[src/hdl/debug_mailbox_serial_endpoint_macros.svh]
// assertion macros for the debug mailbox serial endpoint
// expects clk and rst_n to be visible where a macro is used
`ifndef DEBUG_MAILBOX_SERIAL_ENDPOINT_MACROS_SVH
`define DEBUG_MAILBOX_SERIAL_ENDPOINT_MACROS_SVH

// same-cycle implication
`define DMSE_ASSERT_IMPL(lbl, ante, cons, msg) \
    lbl: assert property (@(posedge clk) disable iff (!rst_n) (ante) |-> (cons)) \
        else $error(msg);

// next-cycle implication
`define DMSE_ASSERT_NEXT(lbl, ante, cons, msg) \
    lbl: assert property (@(posedge clk) disable iff (!rst_n) (ante) |=> (cons)) \
        else $error(msg);

`endif

[src/hdl/dmse_pkg.sv]
// shared types, constants and helpers of the debug mailbox serial endpoint
// no dependencies
package dmse_pkg;

    localparam int RING_DEPTH = 64;
    localparam int PTR_W      = $clog2(RING_DEPTH);
    localparam int CNT_W      = PTR_W + 1;
    localparam int HELD_W     = 6;
    localparam int WAIT_W     = 16;
    localparam int FRAME_IN   = 3;
    localparam int CHUNK_MAX  = 7;

    typedef logic [PTR_W-1:0] ptr_t;
    typedef logic [CNT_W-1:0] cnt_t;

    localparam cnt_t DEPTH_C = cnt_t'(RING_DEPTH);

    localparam logic [7:0] STAT_PEND     = 8'h80;
    localparam logic [7:0] STAT_TMO      = 8'h40;
    localparam logic [5:0] STAT_CNT_MASK = 6'h3f;
    localparam logic [5:0] ST_BIAS       = 6'd4;
    localparam logic [7:0] ST_POLL_ACK   = STAT_PEND | 8'(ST_BIAS);
    localparam logic [WAIT_W-1:0] WAIT_LIMIT_RST = '1;

    typedef enum logic [1:0] {
        ACT_SERVICE = 2'd0,
        ACT_BEGIN   = 2'd1,
        ACT_END     = 2'd2
    } action_t;

    typedef enum logic [2:0] {
        SEND_NONE    = 3'd0,
        SEND_SENT    = 3'd1,
        SEND_WAIT    = 3'd2,
        SEND_TIMEOUT = 3'd3,
        SEND_REFUSED = 3'd4
    } send_status_t;

    typedef struct packed {
        logic              word0_write;
        logic [31:0]       word0_value;
        logic              word1_write;
        logic [31:0]       word1_value;
        logic              byte_valid;
        logic [7:0]        rx_byte;
        logic [HELD_W-1:0] held_count;
        logic [2:0]        send_status;
    } res_t;

    function automatic ptr_t ring_next(input ptr_t p);
        return (p == ptr_t'(RING_DEPTH - 1)) ? '0 : p + ptr_t'(1);
    endfunction

endpackage

[src/hdl/dmse_ifs.sv]
// request channels of the debug mailbox serial endpoint: item, result, config
// depends on dmse_pkg
interface dmse_item_if import dmse_pkg::*; ();
    logic        valid;
    logic        ready;
    logic [1:0]  action;
    logic [31:0] mailbox_word;
    logic        pop_req;
    logic [2:0]  send_count;
    logic [55:0] send_bytes;

    modport source (output valid, action, mailbox_word, pop_req, send_count, send_bytes,
                    input ready);
    modport sink   (input valid, action, mailbox_word, pop_req, send_count, send_bytes,
                    output ready);
endinterface

interface dmse_result_if import dmse_pkg::*; ();
    logic              valid;
    logic              ready;
    logic              word0_write;
    logic [31:0]       word0_value;
    logic              word1_write;
    logic [31:0]       word1_value;
    logic              byte_valid;
    logic [7:0]        rx_byte;
    logic [HELD_W-1:0] held_count;
    logic [2:0]        send_status;

    modport source (output valid, word0_write, word0_value, word1_write, word1_value,
                    byte_valid, rx_byte, held_count, send_status, input ready);
    modport sink   (input valid, word0_write, word0_value, word1_write, word1_value,
                    byte_valid, rx_byte, held_count, send_status, output ready);
endinterface

interface dmse_cfg_if import dmse_pkg::*; ();
    logic              valid;
    logic              ready;
    logic [WAIT_W-1:0] wait_limit;

    modport source (output valid, wait_limit, input ready);
    modport sink   (input valid, wait_limit, output ready);
endinterface

[src/hdl/debug_mailbox_serial_endpoint.sv]
// debug mailbox serial endpoint top level; uses dmse_pkg, dmse_ifs, dmse_ctrl,
// dmse_ring_ram and dmse_out_reg
// a result is registered in stage 1 when its item is accepted, then in the output register
// throughput: 1 item per cycle while the result path takes results; an item that stores
// n host bytes (at most 3) holds off the input until the single ram write port stores them
// reset: pointers, session and wait counter cleared, wait_limit 65535; ring ram not cleared
`include "debug_mailbox_serial_endpoint_macros.svh"

module debug_mailbox_serial_endpoint import dmse_pkg::*; (
    input  logic          clk,
    input  logic          rst_n,
    dmse_item_if.sink     item,
    dmse_cfg_if.sink      cfg,
    dmse_result_if.source result
);

    logic       ram_we;
    ptr_t       ram_waddr;
    logic [7:0] ram_wdata;
    logic       ram_re;
    ptr_t       ram_raddr;
    logic [7:0] ram_rdata;
    logic       s1_valid;
    res_t       s1_res;
    logic       s1_take;

    dmse_ctrl u_ctrl (
        .clk       (clk),
        .rst_n     (rst_n),
        .item      (item),
        .cfg       (cfg),
        .ram_we    (ram_we),
        .ram_waddr (ram_waddr),
        .ram_wdata (ram_wdata),
        .ram_re    (ram_re),
        .ram_raddr (ram_raddr),
        .ram_rdata (ram_rdata),
        .s1_valid  (s1_valid),
        .s1_res    (s1_res),
        .s1_take   (s1_take)
    );

    dmse_ring_ram #(
        .DEPTH  (RING_DEPTH),
        .DATA_W (8)
    ) u_ring_ram (
        .clk   (clk),
        .we    (ram_we),
        .waddr (ram_waddr),
        .wdata (ram_wdata),
        .re    (ram_re),
        .raddr (ram_raddr),
        .rdata (ram_rdata)
    );

    dmse_out_reg u_out_reg (
        .clk      (clk),
        .rst_n    (rst_n),
        .s1_valid (s1_valid),
        .s1_res   (s1_res),
        .s1_take  (s1_take),
        .result   (result)
    );

    // ring writes outside an accepted request only happen while the input is held off
    `DMSE_ASSERT_IMPL(a_drain_blocks_input, ram_we && !(item.valid && item.ready), !item.ready, "ring write drain while input ready")
    `DMSE_ASSERT_NEXT(a_accept_fills_stage, item.valid && item.ready, s1_valid, "accepted request missing from result stage")
    `DMSE_ASSERT_IMPL(a_no_byte_reads_zero, result.valid && !result.byte_valid, result.rx_byte == 8'd0, "rx_byte set without byte_valid")
    `DMSE_ASSERT_IMPL(a_refused_no_write, result.valid && (result.send_status == SEND_REFUSED), !result.word0_write && !result.word1_write, "refused send wrote the mailbox")

endmodule

[src/hdl/dmse_ring_ram.sv]
// generic single-write, single-read synchronous ram with registered read data
// no dependencies
module dmse_ring_ram #(
    parameter int DEPTH  = 64,
    parameter int DATA_W = 8
) (
    input  logic                     clk,
    input  logic                     we,
    input  logic [$clog2(DEPTH)-1:0] waddr,
    input  logic [DATA_W-1:0]        wdata,
    input  logic                     re,
    input  logic [$clog2(DEPTH)-1:0] raddr,
    output logic [DATA_W-1:0]        rdata
);

    logic [DATA_W-1:0] mem [DEPTH];
    logic [DATA_W-1:0] rdata_reg;

    always_ff @(posedge clk)
    begin
        if (we)
        begin
            mem[waddr] <= wdata;
        end
    end

    always_ff @(posedge clk)
    begin
        if (re)
        begin
            rdata_reg <= mem[raddr];
        end
    end

    assign rdata = rdata_reg;

endmodule

[src/hdl/dmse_ctrl.sv]
// session, pointer and send logic; sequences ring writes and issues the ring read
// depends on dmse_pkg and dmse_ifs
module dmse_ctrl import dmse_pkg::*; (
    input  logic          clk,
    input  logic          rst_n,
    dmse_item_if.sink     item,
    dmse_cfg_if.sink      cfg,
    output logic          ram_we,
    output ptr_t          ram_waddr,
    output logic [7:0]    ram_wdata,
    output logic          ram_re,
    output ptr_t          ram_raddr,
    input  logic [7:0]    ram_rdata,
    output logic          s1_valid,
    output res_t          s1_res,
    input  logic          s1_take
);

    ptr_t              rp_reg, rp_next;
    ptr_t              wp_reg, wp_next;
    logic              session_reg, session_next;
    logic [WAIT_W-1:0] wait_seen_reg, wait_seen_next;
    logic [WAIT_W-1:0] wait_limit_reg;
    logic [1:0]        wr_left_reg;
    ptr_t              wr_addr_reg;
    logic [7:0]        wr_buf_reg [2];
    logic              s1_valid_reg;
    res_t              s1_res_reg;
    logic              s1_use_ram_reg;

    logic              accept;
    logic              is_service;
    logic              pending;
    cnt_t              held;
    cnt_t              held_poll;
    cnt_t              held_fin;
    logic [5:0]        host_cnt;
    logic [5:0]        excess;
    logic [1:0]        host_n;
    logic [1:0]        n;
    logic              poll_ok;
    ptr_t              wp1, wp2, wp3, wp_poll;
    logic              rd_hit;
    logic              pop_now;
    logic              use_ram;
    logic [WAIT_W-1:0] lim;
    logic [WAIT_W:0]   seen_inc;
    logic [7:0]        p [CHUNK_MAX];
    res_t              res;

    assign accept     = item.valid && item.ready;
    assign item.ready = (wr_left_reg == 2'd0) && (!s1_valid_reg || s1_take);
    assign cfg.ready  = 1'b1;

    // ring occupancy and host frame size
    always_comb
    begin
        if (wp_reg >= rp_reg)
        begin
            held = cnt_t'(wp_reg - rp_reg);
        end
        else
        begin
            held = DEPTH_C + cnt_t'(wp_reg) - cnt_t'(rp_reg);
        end

        host_cnt = item.mailbox_word[5:0] & STAT_CNT_MASK;
        excess   = host_cnt - ST_BIAS;
        if (host_cnt > ST_BIAS)
        begin
            host_n = (excess > 6'(FRAME_IN)) ? 2'(FRAME_IN) : excess[1:0];
        end
        else
        begin
            host_n = 2'd0;
        end
    end

    assign is_service = (item.action == ACT_SERVICE);
    assign pending    = (item.mailbox_word[7:0] & STAT_PEND) != 8'd0;
    assign poll_ok    = session_reg && is_service && !pending
                        && (held + cnt_t'(FRAME_IN) < DEPTH_C);
    assign n          = poll_ok ? host_n : 2'd0;

    assign wp1 = ring_next(wp_reg);
    assign wp2 = ring_next(wp1);
    assign wp3 = ring_next(wp2);

    always_comb
    begin
        case (n)
            2'd1:    wp_poll = wp1;
            2'd2:    wp_poll = wp2;
            2'd3:    wp_poll = wp3;
            default: wp_poll = wp_reg;
        endcase
    end

    assign held_poll = held + cnt_t'(n);
    assign rd_hit    = session_reg && is_service && (held_poll != '0);
    assign pop_now   = rd_hit && item.pop_req;
    assign held_fin  = held_poll - cnt_t'(pop_now);
    // an empty ring reads back the first byte this item stores
    assign use_ram   = rd_hit && (held != '0);

    assign lim      = (wait_limit_reg == '0) ? WAIT_W'(1) : wait_limit_reg;
    assign seen_inc = {1'b0, wait_seen_reg} + (WAIT_W+1)'(1);

    always_comb
    begin
        for (int k = 0; k < CHUNK_MAX; k++)
        begin
            p[k] = (k < int'(item.send_count)) ? item.send_bytes[8*k +: 8] : 8'd0;
        end
    end

    // outcome of the item at the input and the state it leaves
    always_comb
    begin
        res            = '0;
        res.held_count = HELD_W'(held);
        rp_next        = rp_reg;
        wp_next        = wp_reg;
        session_next   = session_reg;
        wait_seen_next = wait_seen_reg;

        unique case (item.action)
            ACT_BEGIN:
            begin
                res.word0_write = 1'b1;
                res.held_count  = '0;
                rp_next         = '0;
                wp_next         = '0;
                session_next    = 1'b1;
                wait_seen_next  = '0;
            end
            ACT_END:
            begin
                session_next   = 1'b0;
                wait_seen_next = '0;
            end
            ACT_SERVICE:
            begin
                if (!session_reg)
                begin
                    if (item.send_count != 3'd0)
                    begin
                        res.send_status = SEND_REFUSED;
                    end
                end
                else
                begin
                    if (poll_ok)
                    begin
                        res.word0_write = 1'b1;
                        res.word0_value = {24'd0, ST_POLL_ACK};
                    end

                    if (item.send_count == 3'd0)
                    begin
                        wait_seen_next = '0;
                    end
                    else if ((item.mailbox_word[7:0] & (STAT_PEND | STAT_TMO))
                             == (STAT_PEND | STAT_TMO))
                    begin
                        res.send_status = SEND_REFUSED;
                        wait_seen_next  = '0;
                    end
                    else if (pending)
                    begin
                        if (seen_inc >= {1'b0, lim})
                        begin
                            res.word0_write = 1'b1;
                            res.word0_value = item.mailbox_word | {24'd0, STAT_TMO};
                            res.send_status = SEND_TIMEOUT;
                            wait_seen_next  = '0;
                        end
                        else
                        begin
                            res.send_status = SEND_WAIT;
                            wait_seen_next  = seen_inc[WAIT_W-1:0];
                        end
                    end
                    else
                    begin
                        res.word1_write = 1'b1;
                        res.word1_value = {p[6], p[5], p[4], p[3]};
                        res.word0_write = 1'b1;
                        res.word0_value = {p[2], p[1], p[0],
                                           STAT_PEND | (8'(item.send_count) + 8'(ST_BIAS))};
                        res.send_status = SEND_SENT;
                        wait_seen_next  = '0;
                    end

                    res.byte_valid = rd_hit;
                    res.rx_byte    = (rd_hit && !use_ram) ? item.mailbox_word[15:8] : 8'd0;
                    res.held_count = HELD_W'(held_fin);
                    wp_next        = wp_poll;
                    rp_next        = pop_now ? ring_next(rp_reg) : rp_reg;
                end
            end
            default:
            begin
            end
        endcase
    end

    // ring write port: first byte at accept, the rest drain one per cycle
    assign ram_we    = (wr_left_reg != 2'd0) || (accept && (n != 2'd0));
    assign ram_waddr = (wr_left_reg != 2'd0) ? wr_addr_reg : wp_reg;
    assign ram_wdata = (wr_left_reg != 2'd0) ? wr_buf_reg[0] : item.mailbox_word[15:8];
    assign ram_re    = accept;
    assign ram_raddr = rp_reg;

    always_ff @(posedge clk or negedge rst_n)
    begin
        if (!rst_n)
        begin
            rp_reg         <= '0;
            wp_reg         <= '0;
            session_reg    <= 1'b0;
            wait_seen_reg  <= '0;
            wait_limit_reg <= WAIT_LIMIT_RST;
            wr_left_reg    <= 2'd0;
            s1_valid_reg   <= 1'b0;
        end
        else
        begin
            if (cfg.valid && cfg.ready)
            begin
                wait_limit_reg <= cfg.wait_limit;
            end

            if (accept)
            begin
                rp_reg        <= rp_next;
                wp_reg        <= wp_next;
                session_reg   <= session_next;
                wait_seen_reg <= wait_seen_next;
            end

            if (wr_left_reg != 2'd0)
            begin
                wr_left_reg <= wr_left_reg - 2'd1;
            end
            else if (accept && (n != 2'd0))
            begin
                wr_left_reg <= n - 2'd1;
            end

            if (accept)
            begin
                s1_valid_reg <= 1'b1;
            end
            else if (s1_take)
            begin
                s1_valid_reg <= 1'b0;
            end
        end
    end

    always_ff @(posedge clk)
    begin
        if (wr_left_reg != 2'd0)
        begin
            wr_addr_reg   <= ring_next(wr_addr_reg);
            wr_buf_reg[0] <= wr_buf_reg[1];
        end
        else if (accept)
        begin
            wr_addr_reg   <= wp1;
            wr_buf_reg[0] <= item.mailbox_word[23:16];
            wr_buf_reg[1] <= item.mailbox_word[31:24];
        end

        if (accept)
        begin
            s1_res_reg     <= res;
            s1_use_ram_reg <= use_ram;
        end
    end

    always_comb
    begin
        s1_res         = s1_res_reg;
        s1_res.rx_byte = s1_use_ram_reg ? ram_rdata : s1_res_reg.rx_byte;
    end

    assign s1_valid = s1_valid_reg;

endmodule

[src/hdl/dmse_out_reg.sv]
// output register of the result channel
// depends on dmse_pkg and dmse_ifs
module dmse_out_reg import dmse_pkg::*; (
    input  logic          clk,
    input  logic          rst_n,
    input  logic          s1_valid,
    input  res_t          s1_res,
    output logic          s1_take,
    dmse_result_if.source result
);

    logic valid_reg, valid_next;
    res_t res_reg;

    assign s1_take = s1_valid && (!valid_reg || result.ready);

    always_comb
    begin
        if (s1_take)
        begin
            valid_next = 1'b1;
        end
        else if (result.ready)
        begin
            valid_next = 1'b0;
        end
        else
        begin
            valid_next = valid_reg;
        end
    end

    always_ff @(posedge clk or negedge rst_n)
    begin
        if (!rst_n)
        begin
            valid_reg <= 1'b0;
        end
        else
        begin
            valid_reg <= valid_next;
        end
    end

    always_ff @(posedge clk)
    begin
        if (s1_take)
        begin
            res_reg <= s1_res;
        end
    end

    assign result.valid       = valid_reg;
    assign result.word0_write = res_reg.word0_write;
    assign result.word0_value = res_reg.word0_value;
    assign result.word1_write = res_reg.word1_write;
    assign result.word1_value = res_reg.word1_value;
    assign result.byte_valid  = res_reg.byte_valid;
    assign result.rx_byte     = res_reg.rx_byte;
    assign result.held_count  = res_reg.held_count;
    assign result.send_status = res_reg.send_status;

endmodule
[src/flat_wrapper.sv]
// flat-port wrapper written by rule: the top's interface ports become plain ports
module debug_mailbox_serial_endpoint_flat import dmse_pkg::*;
  (clk, rst_n, item_valid, item_action, item_mailbox_word, item_pop_req, item_send_count, item_send_bytes, item_ready, cfg_valid, cfg_wait_limit, cfg_ready, result_valid, result_word0_write, result_word0_value, result_word1_write, result_word1_value, result_byte_valid, result_rx_byte, result_held_count, result_send_status, result_ready);
  dmse_item_if item_i ();
  dmse_cfg_if cfg_i ();
  dmse_result_if result_i ();
  input  logic clk;
  input  logic rst_n;
  input wire logic [$bits(item_i.valid)-1:0] item_valid;
  input wire logic [$bits(item_i.action)-1:0] item_action;
  input wire logic [$bits(item_i.mailbox_word)-1:0] item_mailbox_word;
  input wire logic [$bits(item_i.pop_req)-1:0] item_pop_req;
  input wire logic [$bits(item_i.send_count)-1:0] item_send_count;
  input wire logic [$bits(item_i.send_bytes)-1:0] item_send_bytes;
  output wire logic [$bits(item_i.ready)-1:0] item_ready;
  input wire logic [$bits(cfg_i.valid)-1:0] cfg_valid;
  input wire logic [$bits(cfg_i.wait_limit)-1:0] cfg_wait_limit;
  output wire logic [$bits(cfg_i.ready)-1:0] cfg_ready;
  output wire logic [$bits(result_i.valid)-1:0] result_valid;
  output wire logic [$bits(result_i.word0_write)-1:0] result_word0_write;
  output wire logic [$bits(result_i.word0_value)-1:0] result_word0_value;
  output wire logic [$bits(result_i.word1_write)-1:0] result_word1_write;
  output wire logic [$bits(result_i.word1_value)-1:0] result_word1_value;
  output wire logic [$bits(result_i.byte_valid)-1:0] result_byte_valid;
  output wire logic [$bits(result_i.rx_byte)-1:0] result_rx_byte;
  output wire logic [$bits(result_i.held_count)-1:0] result_held_count;
  output wire logic [$bits(result_i.send_status)-1:0] result_send_status;
  input wire logic [$bits(result_i.ready)-1:0] result_ready;
  assign item_i.valid = item_valid;
  assign item_i.action = item_action;
  assign item_i.mailbox_word = item_mailbox_word;
  assign item_i.pop_req = item_pop_req;
  assign item_i.send_count = item_send_count;
  assign item_i.send_bytes = item_send_bytes;
  assign item_ready = item_i.ready;
  assign cfg_i.valid = cfg_valid;
  assign cfg_i.wait_limit = cfg_wait_limit;
  assign cfg_ready = cfg_i.ready;
  assign result_valid = result_i.valid;
  assign result_word0_write = result_i.word0_write;
  assign result_word0_value = result_i.word0_value;
  assign result_word1_write = result_i.word1_write;
  assign result_word1_value = result_i.word1_value;
  assign result_byte_valid = result_i.byte_valid;
  assign result_rx_byte = result_i.rx_byte;
  assign result_held_count = result_i.held_count;
  assign result_send_status = result_i.send_status;
  assign result_i.ready = result_ready;
  debug_mailbox_serial_endpoint u_core (.clk(clk), .rst_n(rst_n), .item(item_i), .cfg(cfg_i), .result(result_i));
endmodule
[config.mk]
export PLATFORM = sky130hd
export DESIGN_NAME = debug_mailbox_serial_endpoint_flat
export DESIGN_NICKNAME = d
export VERILOG_FILES = /design/src/hdl/dmse_pkg.sv /design/src/hdl/dmse_ifs.sv /design/src/hdl/debug_mailbox_serial_endpoint.sv /design/src/hdl/dmse_ring_ram.sv /design/src/hdl/dmse_ctrl.sv /design/src/hdl/dmse_out_reg.sv /design/src/flat_wrapper.sv
export VERILOG_INCLUDE_DIRS = /design/src /design/src/hdl
export SDC_FILE = /design/constraint.sdc
export NUM_CORES = 1
export LEC_CHECK = 0
export ABC_CLOCK_PERIOD_IN_PS = 17800
export BUFFER_PORTS_ARGS = -buffer_cell sky130_fd_sc_hd__buf_2
export CORE_UTILIZATION = 61
export CTS_CLUSTER_SIZE = 8
export DETAILED_ROUTE_END_ITERATION = 10
export HOLD_SLACK_MARGIN = 0.06
export PLACE_DENSITY = 0.88
export SLEW_MARGIN = 20
export SYNTH_ARGS = -nofsm -noshare
export SYNTH_HDL_FRONTEND = slang
export SYNTH_SLANG_ARGS = --single-unit
[constraint.sdc]
create_clock -name clk -period 17.8 [get_ports clk]
set_input_delay 0.89 -clock clk [delete_from_list [all_inputs] [get_ports clk]]
set_output_delay 0.89 -clock clk [all_outputs]
set_load 0.01 [all_outputs]
Word level (Yosys, flattened, before mapping)
Memories as Yosys holds them, arrays and structs flattened. A register that Yosys moved wholly into a read port is not among the register bits.
Cells that the tools add are included.
W data, S select, Z words.
{ "op_classes": {"n_addsub": 16, "mul": 0, "div": 0, "order_cmp": 12, "n_eq_ne": 14, "n_shift": 0, "mux": 65, "n_bitwise": 7, "n_reduce_logical": 46} }
{ "op_table": {"columns": ["cell", "count"], "rows": [
  ["$mux W33", 4],
  ["$mux W66", 2],
  ["$mux W16", 6],
  ["$mux W8", 11],
  ["$mux W81", 1],
  ["$mux W6", 11],
  ["$pmux W6 S2", 3],
  ["$pmux W16 S2", 1],
  ["$add A6 B1 Y6 const B", 5],
  ["$eq A6 B6 Y1 const B", 5],
  ["$reduce_or A6 Y1", 4],
  ["$pmux W6 S3", 1],
  ["$reduce_bool A2 Y1", 9],
  ["$add A16 B1 Y17 const B", 1],
  ["$ge A17 B16 Y1", 1],
  ["$logic_not A16 Y1", 1],
  ["$mux W3", 5],
  ["$reduce_bool A7 Y1", 2],
  ["$mux W1", 12],
  ["$logic_and A1 B1 Y1", 11],
  ["$mux W2", 5],
  ["$lt A3 B3 Y1 const A", 3],
  ["$eq A2 B2 Y1 const B", 4],
  ["$reduce_and A4 Y1", 2],
  ["32 further kinds", 50]
]} }
{ "totals": {"ff_bits": 224, "latch_bits": 0, "mem_bits_rw": 528, "romBits": 0, "inputBits": 115, "output_inout_bits": 87, "elab_cells": 191, "memories": 2} }
{ "memory_table": {"columns": ["name", "depth", "word_bits", "read_ports", "rd_clocked_by_memory_dff", "wr", "line", "source"], "rows": [
  ["u_core.u_ring_ram.mem", 64, 8, 1, 1, 1, "dmse_ring_ram.sv:16", "logic [DATA_W-1:0] mem [DEPTH];"],
  ["u_core.u_ctrl.wr_buf_reg", 2, 8, 2, 0, 2, "dmse_ctrl.sv:26", "logic [7:0] wr_buf_reg [2];"]
]} }

Logic depth before layout (Yosys ltp)
Gate-level depths: netlist (run 1).
{ "logic_depth": {"word_depth": 16, "depth_mapped": 31, "mapped_depth_nobuf": 28} }

Modules after synthesis
Synthesis (run 1) repeated with hierarchy kept, for this count alone.
{ "hier_totals": {"hier_cells": 1951, "area_unflattened_um2": 32030.7} }
{ "modules_own_cells": {"columns": ["module", "n_inst", "cells_each", "area_each_um2", "seq_area_each_um2"], "rows": [
  ["dmse_ring_ram", 1, 940, 20246.9, 15615.0],
  ["dmse_ctrl", 1, 923, 9217.6, 4434.3],
  ["dmse_out_reg", 1, 88, 2566.2, 2547.4]
]} }

Least setup slack after synthesis (run 1)
Ideal clock, no wire load.
{ "synth_timing": {"path_kind": "register to register", "startpoint": "register u_core.u_ctrl.rp_reg[3] (netlist: u_core.u_ctrl.ram_raddr[3])", "endpoint": "register u_core.u_ctrl.s1_res_reg (netlist bit u_core.u_ctrl.s1_res[7]), data pin", "setup_ps": 256, "arrival_time_ps": 5976, "t_required_ps": 17544, "path_slack_ps": 11568, "path_stages_with_launch": 30, "n_path_buf": 4, "synth_period_minus_slack_ps": 6232, "cell_sequence": "dfrtp_1 -> inv_2 -> buf_1 -> ha_1 -> buf_2 -> and3_1 -> and4b_1 -> o21ai_1 -> nand3_2 -> buf_6 -> and3_1 -> nand2_1 -> xnor2_1 -> nor3_1 -> ha_1 -> a21o_1 -> nand2_1 -> nor3_2 -> and4bb_1 -> mux2i_4 -> a21oi_1 -> buf_2 -> nor3b_1 -> ha_1 -> ha_1 -> inv_1 -> or4_1 -> a21boi_1 -> xor2_1 -> a22o_1"} }
{ "synth_lines": {"columns": ["element", "line", "source"], "rows": [
  ["start: declaration", "dmse_ctrl.sv:19", "ptr_t rp_reg, rp_next;"],
  ["start signal: assignment", "dmse_ctrl.sv:236", "rp_reg <= rp_next;"],
  ["end signal: assignment", "dmse_ctrl.sv:278", "s1_res_reg <= res;"],
  ["end: declaration", "dmse_ctrl.sv:28", "res_t s1_res_reg;"]
]} }

==> results.py, run 1 <==
metrics = {
    "run_status": {
        "status": "finished, final reports clean",
    },
    "synthesis": {
        "yosys_warnings": 0,
        "synthXorXnorAreaFrac_pct": 0.907,
        "synth.ff_latch_count": 760,
        "distinct_cells_synth": 82,
        "synth_fp_nets": 1911,
        "synth_cells": 1755,
        "synth_top_flop_cell": "edfxtp_1",
        "synth-edff-count": 711,
        "syn-mean-instance-area_sq_um": 17.9,
        "synthArstFlopShare_pct": 6.45,
        "synth_area_sq_mm": 0.0315,
        "synth_compound_area_share_pct": 4.57,
        "post_synth_simple_gate_area_pct": 6.10,
        "synth.mux.area_fraction_pct": 13.2,
        "synthAdderAreaFrac_pct": 1.68,
        "synth_top_family_by_area": "multiplexers",
        "sequential_cell_area_fraction_in_the_yosys_report_pct": 71.8,
    },
    "power": {
        "design_power_total_mw": 5.58,
        "worst_ir_drop_vdd_mv": 0.124,
        "power.leakage_nw": 12.6,
        "power_per_cell_area_mw_per_mm2": 155,
    },
    "placed_design": {
        "placedInstanceArea_sq_mm": 0.0331,
        "i_o_buffers": 200,
        "gpl.final_weighted_congestion": 0.901,
        "post-dp-hpwl_um": 46600,
    },
    "routing": {
        "detail_route.wirelength_um": 82200,
        "detail_route.vias_per_cell": 6.77,
        "dr.pass1.iters": 6,
        "post_drt_wl_per_cell_um": 30.3,
        "route.detailed.drc": 0,
        "routed-via-count": 18379,
        "drtIter0Drc": 2467,
        "drtAntennaViolNets": 0,
    },
    "grt": {
        "grt_max_degree": 79,
        "grt_pass1_vias": 18872,
        "gr-total-overflow": 0,
        "first_pass_grt_wire_length_um": 121000,
        "groute.usage.overall_pct": 31.9,
        "initial_antenna_violation_count": 7,
    },
    "timing": {
        "setup_total_negative_slack_ns": 0,
        "clock.fmax_mhz": 135,
        "finalSetupViolCount": 0,
        "max_slew.worst_pin.slew_ns": 1.14,
        "report.final.slew_viol_count": 0,
        "hold_viol": 0,
        "final_min_period_over_clock_period_pct": 41.5,
        "hold_slack_ns": 0.365,
        "fin_worst_skew_ns": 0.0259,
        "max_slew_margin_pct": 24.2,
        "rsz0062_at_grt": "no",
        "layout_min_cycle_time_ns": 7.39,
    },
    "floorplan": {
        "floorplan.die.height_um": 229,
        "design.core.area_sq_mm": 0.0505,
        "core.rowCount": 82,
        "dieWidth_um": 229,
        "ios": 202,
        "die_area_sq_mm": 0.0525,
        "initial_core_util_pct": 62.3,
    },
    "clock_tree": {
        "postCtsHoldBufs": 0,
        "clkSlewWorstSetupHoldPaths_ns": 0.06,
        "cts.repair_timing.setup_buffer_count": 0,
        "tritoncts_buffer_count": 105,
        "cts.sinks": 760,
        "cts_root_buffer": "clkbuf_16",
        "cts_tree": "yes",
        "cts-htree-levels": 3,
        "cts_max_path_buffers": 3,
        "worstSkewPairLatency_ns": 0.67,
        "resized_after_cts": 0,
    },
    "worst_setup_path": {
        "timing.critical_path.to_type": "flip-flop",
        "worst-path-max-fanout": 49,
        "timing.critical_path.from_type": "flip-flop",
        "critical_path_required_ns": 18.20,
        "setup.worst_path.class": "flip-flop to flip-flop",
        "endpoint_arrival_time_on_the_critical_path_ns": 7.80,
    },
    "final_layout": {
        "final_cell_area_sq_mm": 0.0361,
        "num-fill-cells": 2848,
        "largest_register_ff_count": 512,
        "layout-drive-gt1-share_pct": 27.9,
        "post-route-util_pct": 71.4,
        "area.growth.synth_to_final_pct": 14.6,
        "layout.nets": 2159,
        "layout.cells.most_common_list": "edfxtp_1, buf_2, mux4_2, nor2_1, clkbuf_16",
        "mostFrequentLayoutCell": "edfxtp_1",
    },
    "worst_hold_path": {
        "min_path_type": "input pin to async pin",
    },
    "run": {
        "drv.max_cap_violation_count": 0,
    },
}
## stage by stage
| step | instances | worst slack [ns] |
|---|---|---|
| 2_1_floorplan | 1755 | 11.57 |
| 5_1_grt | 2711 | 9.78 |
| 3_3_place_gp | 2568 | 10.61 |
| 4_1_cts | 2707 | 10.38 |
| 6_report | 2714 | 10.41 |
| 3_5_place_dp | 2568 | 10.43 |
## kinds of logic after synthesis
kind of cell	Yosys count
flops	760
simple gates	389
compound gates	206
mux	201
buf+inv	127
fa+ha+maj	41
xor+xnor	30
other cells	1
## layout make-up
type | count | area [sq um] | share of cell area (%)
diodes | 7 | 17.5 | 0.0486
clock buffers | 133 | 2790 | 7.73
clock inverters | 6 | 118 | 0.326
inverters | 48 | 183 | 0.507
multi-input cells | 868 | 8350 | 23.2
flip-flops and latches | 760 | 22600 | 62.7
well taps | 672 | 841 | 2.33
repair buffers | 220 | 1150 | 3.19
## per-layer routing
| metal | track usage (%) | routed length (um) |
|---|---|---|
| met1 | 38.1 | 27700 |
| met2 | 54.3 | 42300 |
| met3 | 7.26 | 7550 |
| met4 | 16.7 | 4600 |
| met5 | 0 | 26 |
## where the power goes
| part | internal (mW) | switching, mW | total [mW] |
|---|---|---|---|
| clock | 1.08 | 0.739 | 1.82 |
| combinational | 0.533 | 0.807 | 1.34 |
| sequential | 2.29 | 0.129 | 2.42 |
## critical path, cell delays in order, from the launching register on
cell	delay, ns
dfrtp_4	1.01
ha_1	0.37
inv_1	0.09
fa_1	0.53
a211oi_2	0.24
nor2_1	0.13
nor2_1	0.34
and3_1	0.27
nand2_1	0.08
xnor2_1	0.20
nor3_1	0.52
ha_1	0.36
a21o_1	0.20
nand2_1	0.10
nor3_2	0.08
and3_1	0.21
mux2i_2	0.32
a21oi_1	0.28
nor3b_1	0.29
ha_1	0.24
ha_1	0.24
inv_1	0.08
or4_1	0.51
a21boi_1	0.18
xor2_1	0.08
a22o_1	0.19
## synthesized netlist by cell type (5+ instances only)
library cell / count / area share [%]
xor2_1: 12 / 0.33
nand4_1: 13 / 0.26
mux4_2: 168 / 12
nor4_1: 15 / 0.30
nand2b_1: 12 / 0.24
nand2_1: 91 / 1.1
o21ai_0: 52 / 0.83
a22o_1: 32 / 0.89
a211oi_1: 5 / 0.12
a21o_1: 8 / 0.19
dfrtp_1: 33 / 2.6
nand3b_1: 5 / 0.12
inv_1: 47 / 0.56
and3_1: 31 / 0.62
o31ai_1: 8 / 0.19
mux2_2: 20 / 0.72
edfxtp_1: 711 / 68
ha_1: 39 / 1.6
o211ai_1: 6 / 0.14
buf_1: 8 / 0.095
o21ai_1: 12 / 0.19
nand3_1: 37 / 0.59
dfstp_2: 16 / 1.3
nor2_1: 112 / 1.3
nor3_1: 10 / 0.16
nor2b_1: 14 / 0.28
and2_1: 26 / 0.52
buf_2: 23 / 0.37
a21oi_1: 29 / 0.46
a22oi_1: 5 / 0.12
clkbuf_1: 44 / 0.52
mux2i_1: 10 / 0.32
xnor2_1: 15 / 0.42
## final timing paths
kind | depth (start not counted) | start | to | slack [ns]
worst max-delay path | 25 | u_core.u_ctrl.ram_raddr[0]$_DFFE_PN0P_ | u_core.u_ctrl.s1_res[7]$_DFFE_PP_ | 10.41
worst min-delay path | 2 | rst_n | u_core.u_ctrl.wait_seen_reg[15]$_DFFE_PN0P_ | 0.36
worst max register to register | 25 | u_core.u_ctrl.ram_raddr[0]$_DFFE_PN0P_ | u_core.u_ctrl.s1_res[7]$_DFFE_PP_ | 10.41
worst min register to register | 0 | u_core.u_ctrl.s1_res[1]$_SDFFCE_PP0P_ | u_core.u_out_reg.result.send_status[1]$_DFFE_PP_ | 0.41
max in group asynchronous | 2 | rst_n | u_core.u_ctrl.ram_raddr[0]$_DFFE_PN0P_ | 16.93
min in group clk | 0 | u_core.u_ctrl.s1_res[1]$_SDFFCE_PP0P_ | u_core.u_out_reg.result.send_status[1]$_DFFE_PP_ | 0.41
Power figures use the tool's default switching activity.
==> run 2: changes to the inputs <==
- ABC_AREA: default -> 1
- ABC_CLOCK_PERIOD_IN_PS: 17800 -> 6200
- CORE_UTILIZATION: 61 -> 55
- PLACE_DENSITY: 0.88 -> 0.84
- clock period: 17.8 -> 6.2 ns (I/O delays scaled with it)
==> run 2 against run 1 <==
  * Global-route usage is 2.3 points lower
  * Cell area is 3.5% higher
  * Maximum frequency grew 24%
  * Combinational power grew to 3.3 times the previous value
  * Clock power rose to 2.8 times the previous value
  * Hold slack worse by 0.28 ns
  * Final cell count grew 35%
  * Area after synthesis increased by 0.52%
  * Total power increased to 3.0 times the previous value
  * Wire length is 7.0% higher
  * Flip-flop and latch count unchanged
  * First-iteration DRC count up 50%
  * Largest cell class unchanged
  * Largest power group unchanged
==> results.py, run 2 <==
metrics = {
    "grt": {
        "gr-total-overflow": 0,
        "groute.usage.overall_pct": 29.5,
        "grt_max_degree": 194,
        "initial_antenna_violation_count": 4,
        "first_pass_grt_wire_length_um": 133000,
        "grt_pass1_vias": 23371,
    },
    "final_layout": {
        "layout-drive-gt1-share_pct": 14.0,
        "area.growth.synth_to_final_pct": 18.0,
        "largest_register_ff_count": 512,
        "layout.cells.most_common_list": "edfxtp_1, nor2_1, o21ai_0, nand2_1, buf_2",
        "finalNonFillerCells": 3674,
        "final_cell_area_sq_mm": 0.0373,
        "mostFrequentLayoutCell": "edfxtp_1",
        "layout.nets": 3049,
    },
    "timing": {
        "hold_viol": 0,
        "finalSetupViolCount": 0,
        "setup_total_negative_slack_ns": 0,
        "final_min_period_over_clock_period_pct": 96.3,
        "layout_min_cycle_time_ns": 5.97,
        "max_slew_margin_pct": 25.0,
        "hold_slack_ns": 0.0852,
        "report.final.slew_viol_count": 0,
        "max_slew.worst_pin.slew_ns": 1.12,
        "rsz0062_at_grt": "no",
        "clock.fmax_mhz": 167,
        "fin_worst_skew_ns": 0.0534,
    },
    "synthesis": {
        "synth-edff-count": 711,
        "synth_compound_area_share_pct": 9.76,
        "synth_top_family_by_area": "simple AND/OR/NAND/NOR gates",
        "synth_fp_nets": 2739,
        "synth.largest_area_cell": "edfxtp_1",
        "yosys_warnings": 0,
        "synth.ff_latch_count": 760,
        "netlist.area_leader.share_pct": 67.5,
        "synthXorXnorAreaFrac_pct": 0.720,
        "synth_area_sq_mm": 0.0316,
        "synthAdderAreaFrac_pct": 1.67,
        "post_synth_simple_gate_area_pct": 12.5,
        "syn-mean-instance-area_sq_um": 12.2,
        "sequential_cell_area_fraction_in_the_yosys_report_pct": 71.5,
        "synth_top_flop_cell": "edfxtp_1",
        "synth_cells": 2583,
        "synthArstFlopShare_pct": 6.45,
        "distinct_cells_synth": 47,
        "yosys.cell_count.top_type": "edfxtp_1",
        "synthTopCellsByArea": "edfxtp_1, nor2_1, o21ai_0",
        "synth.mux.area_fraction_pct": 0.285,
        "synth_common_cells": "edfxtp_1, nor2_1, o21ai_0",
    },
    "clock_tree": {
        "worstSkewPairLatency_ns": 0.68,
        "tritoncts_buffer_count": 105,
        "cts_tree": "yes",
        "cts_max_path_buffers": 3,
        "clkSlewWorstSetupHoldPaths_ns": 0.05,
        "cts.sinks": 760,
        "cts-htree-levels": 3,
        "cts_root_buffer": "clkbuf_16",
    },
    "worst_setup_path": {
        "setup.worst_path.class": "flip-flop to flip-flop",
        "reg2reg_setup_slack_ns": 0.23,
        "crit_slowest_cell": "nand4_1",
        "worst-path-max-fanout": 11,
        "critical_path_required_ns": 6.48,
        "critPathMaxStageDelay_ns": 1.04,
        "timing.critical_path.to_type": "flip-flop",
        "endpoint_arrival_time_on_the_critical_path_ns": 6.25,
        "crit-reg2reg-launch": "u_core.u_ctrl.ram_raddr[5]$_DFFE_PN0P_",
        "startpoint": "u_core.u_ctrl.ram_raddr[5]$_DFFE_PN0P_",
        "timing.critical_path.from_type": "flip-flop",
        "crit_chain": "inv_2, ha_1, inv_1, nor2_1, inv_1, nor2_1, inv_1, nand2_1, nand3_1, nand2_1, inv_2, nor2_1, o21ai_0, nand2_1, nand3_1, nor2_1, o21ai_1, ha_1, o21ai_1, nand4_1, nor2_1",
        "crit_path_top_cell_by_count": "nor2_1",
        "rr_endpoint": "u_core.u_ring_ram.mem[13][2]$_DFFE_PP_",
        "r2r_cells": 21,
    },
    "power": {
        "power_per_cell_area_mw_per_mm2": 443,
        "worst_ir_drop_vdd_mv": 0.315,
        "power.leakage_nw": 13.6,
    },
    "worst_hold_path": {
        "worst_hold_endpoint": "u_core.u_ctrl.s1_res_reg[14]$_SDFFCE_PN0P_",
        "worst_hold_path.num_cells": 3,
        "hold_path.startpoint": "item_mailbox_word[13]",
        "min_path_type": "input pin to flip-flop",
    },
    "routing": {
        "route.detailed.drc": 0,
        "detail_route.vias_per_cell": 6.36,
        "drtAntennaViolNets": 0,
        "dr.pass1.iters": 6,
        "top_layer_used": "met5",
        "met3_wirelength_um": 9650,
        "post_drt_wl_per_cell_um": 23.9,
        "detail_route.wirelength_um": 88000,
        "wl_met2_um": 42500,
        "drtIter0Drc": 3689,
        "wire_length_the_detailed_router_placed_on_met1_um": 30800,
        "routed-via-count": 23381,
    },
    "floorplan": {
        "initial_core_util_pct": 55.9,
        "design.core.area_sq_mm": 0.0566,
        "ios": 202,
        "dieWidth_um": 242,
        "floorplan.die.height_um": 242,
        "core.rowCount": 87,
        "die_area_sq_mm": 0.0585,
    },
    "placed_design": {
        "gpl.final_weighted_congestion": 0.939,
        "i_o_buffers": 200,
        "post-dp-hpwl_um": 48200,
        "dp.cells": 3437,
        "placedInstanceArea_sq_mm": 0.0334,
    },
    "run_status": {
        "status": "finished, final reports clean",
    },
    "run": {
        "drv.max_cap_violation_count": 0,
    },
}
## run 2: cell count changes after synthesis, moves of 123 or more
cell      before  now
o221ai_1       1  124
o21ai_0       52  320
mux4_2       168    0
nor2_1       112  429
nand2_1       91  264
nand3_1       37  179
## run 2: cell families after synthesis
logic type      after synthesis
simple gates                941
flops                       760
compound gates              511
buf+inv                     295
fa+ha+maj                    41
xor+xnor                     26
mux                           8
other cells                   1
## run 2: how the worst max path moves through the flow
stage	endpoint	slack [ns]	cells after the start
CTS	u_core.u_ring_ram.mem[13][2]$_DFFE_PP_	0.54	21
global route	u_core.u_ring_ram.mem[61][1]$_DFFE_PP_	0.005	21
floorplan	u_core.u_out_reg.result.byte_valid$_DFFE_PP_	1.11	1
finish	u_core.u_ring_ram.mem[13][2]$_DFFE_PP_	0.23	21
global placement	u_core.u_ring_ram.mem[13][7]$_DFFE_PP_	0.70	21
detailed placement	u_core.u_ring_ram.mem[13][5]$_DFFE_PP_	0.53	21
## run 2: area by class of cell
type                            count  area [sq um]
Fill cell                        3618         19300
Clock buffer                      122          2690
Antenna cell                        2          5.00
Multi-Input combinational cell   1528          8010
Sequential cell                   760         22600
Tap cell                          756           946
Timing Repair Buffer              331          2260
Clock inverter                      8           160
Inverter                          167           637
## run 2: timing repair
action                                  CTS  global route
hold buffers                            105             0
hold endpoints to repair                129             0
resized for setup                         0             1
endpoints found under the setup margin    0             6
buffers inserted                          0             0
## run 2: metal layers
layer / vias up / GRT usage (%)
met1: 11080 / 36.3
met3: 429 / 6.38
met5: - / 0
met4: 2 / 16.7
met2: 1919 / 48.7
li1: 9951 / -
## run 2: through the flow
step           power [mW]  worst slack (ns)  util, %
2_1_floorplan        9.68              1.11        -
3_3_place_gp         11.0             0.705     59.0
3_5_place_dp         11.1             0.531     59.0
4_1_cts              16.3             0.539     65.9
5_1_grt              17.1           0.00490     65.9
6_report             16.5             0.228     65.9
## run 2: report_power, final
group,switching [mW],internal [mW]
Sequential,0.231,6.73
Clock,2.13,3.02
Combinational,3.34,1.10
Total,5.70,10.8
## run 2: critical path, delay by kind of cell (launching register included)
family                     cells  cell delay, ns
and+or+nand+nor               11            3.02
DFF                            1            0.57
adders and majority gates      2            0.68
buffers and inverters          5            0.45
AOI/OAI and AO/OA              3            0.89
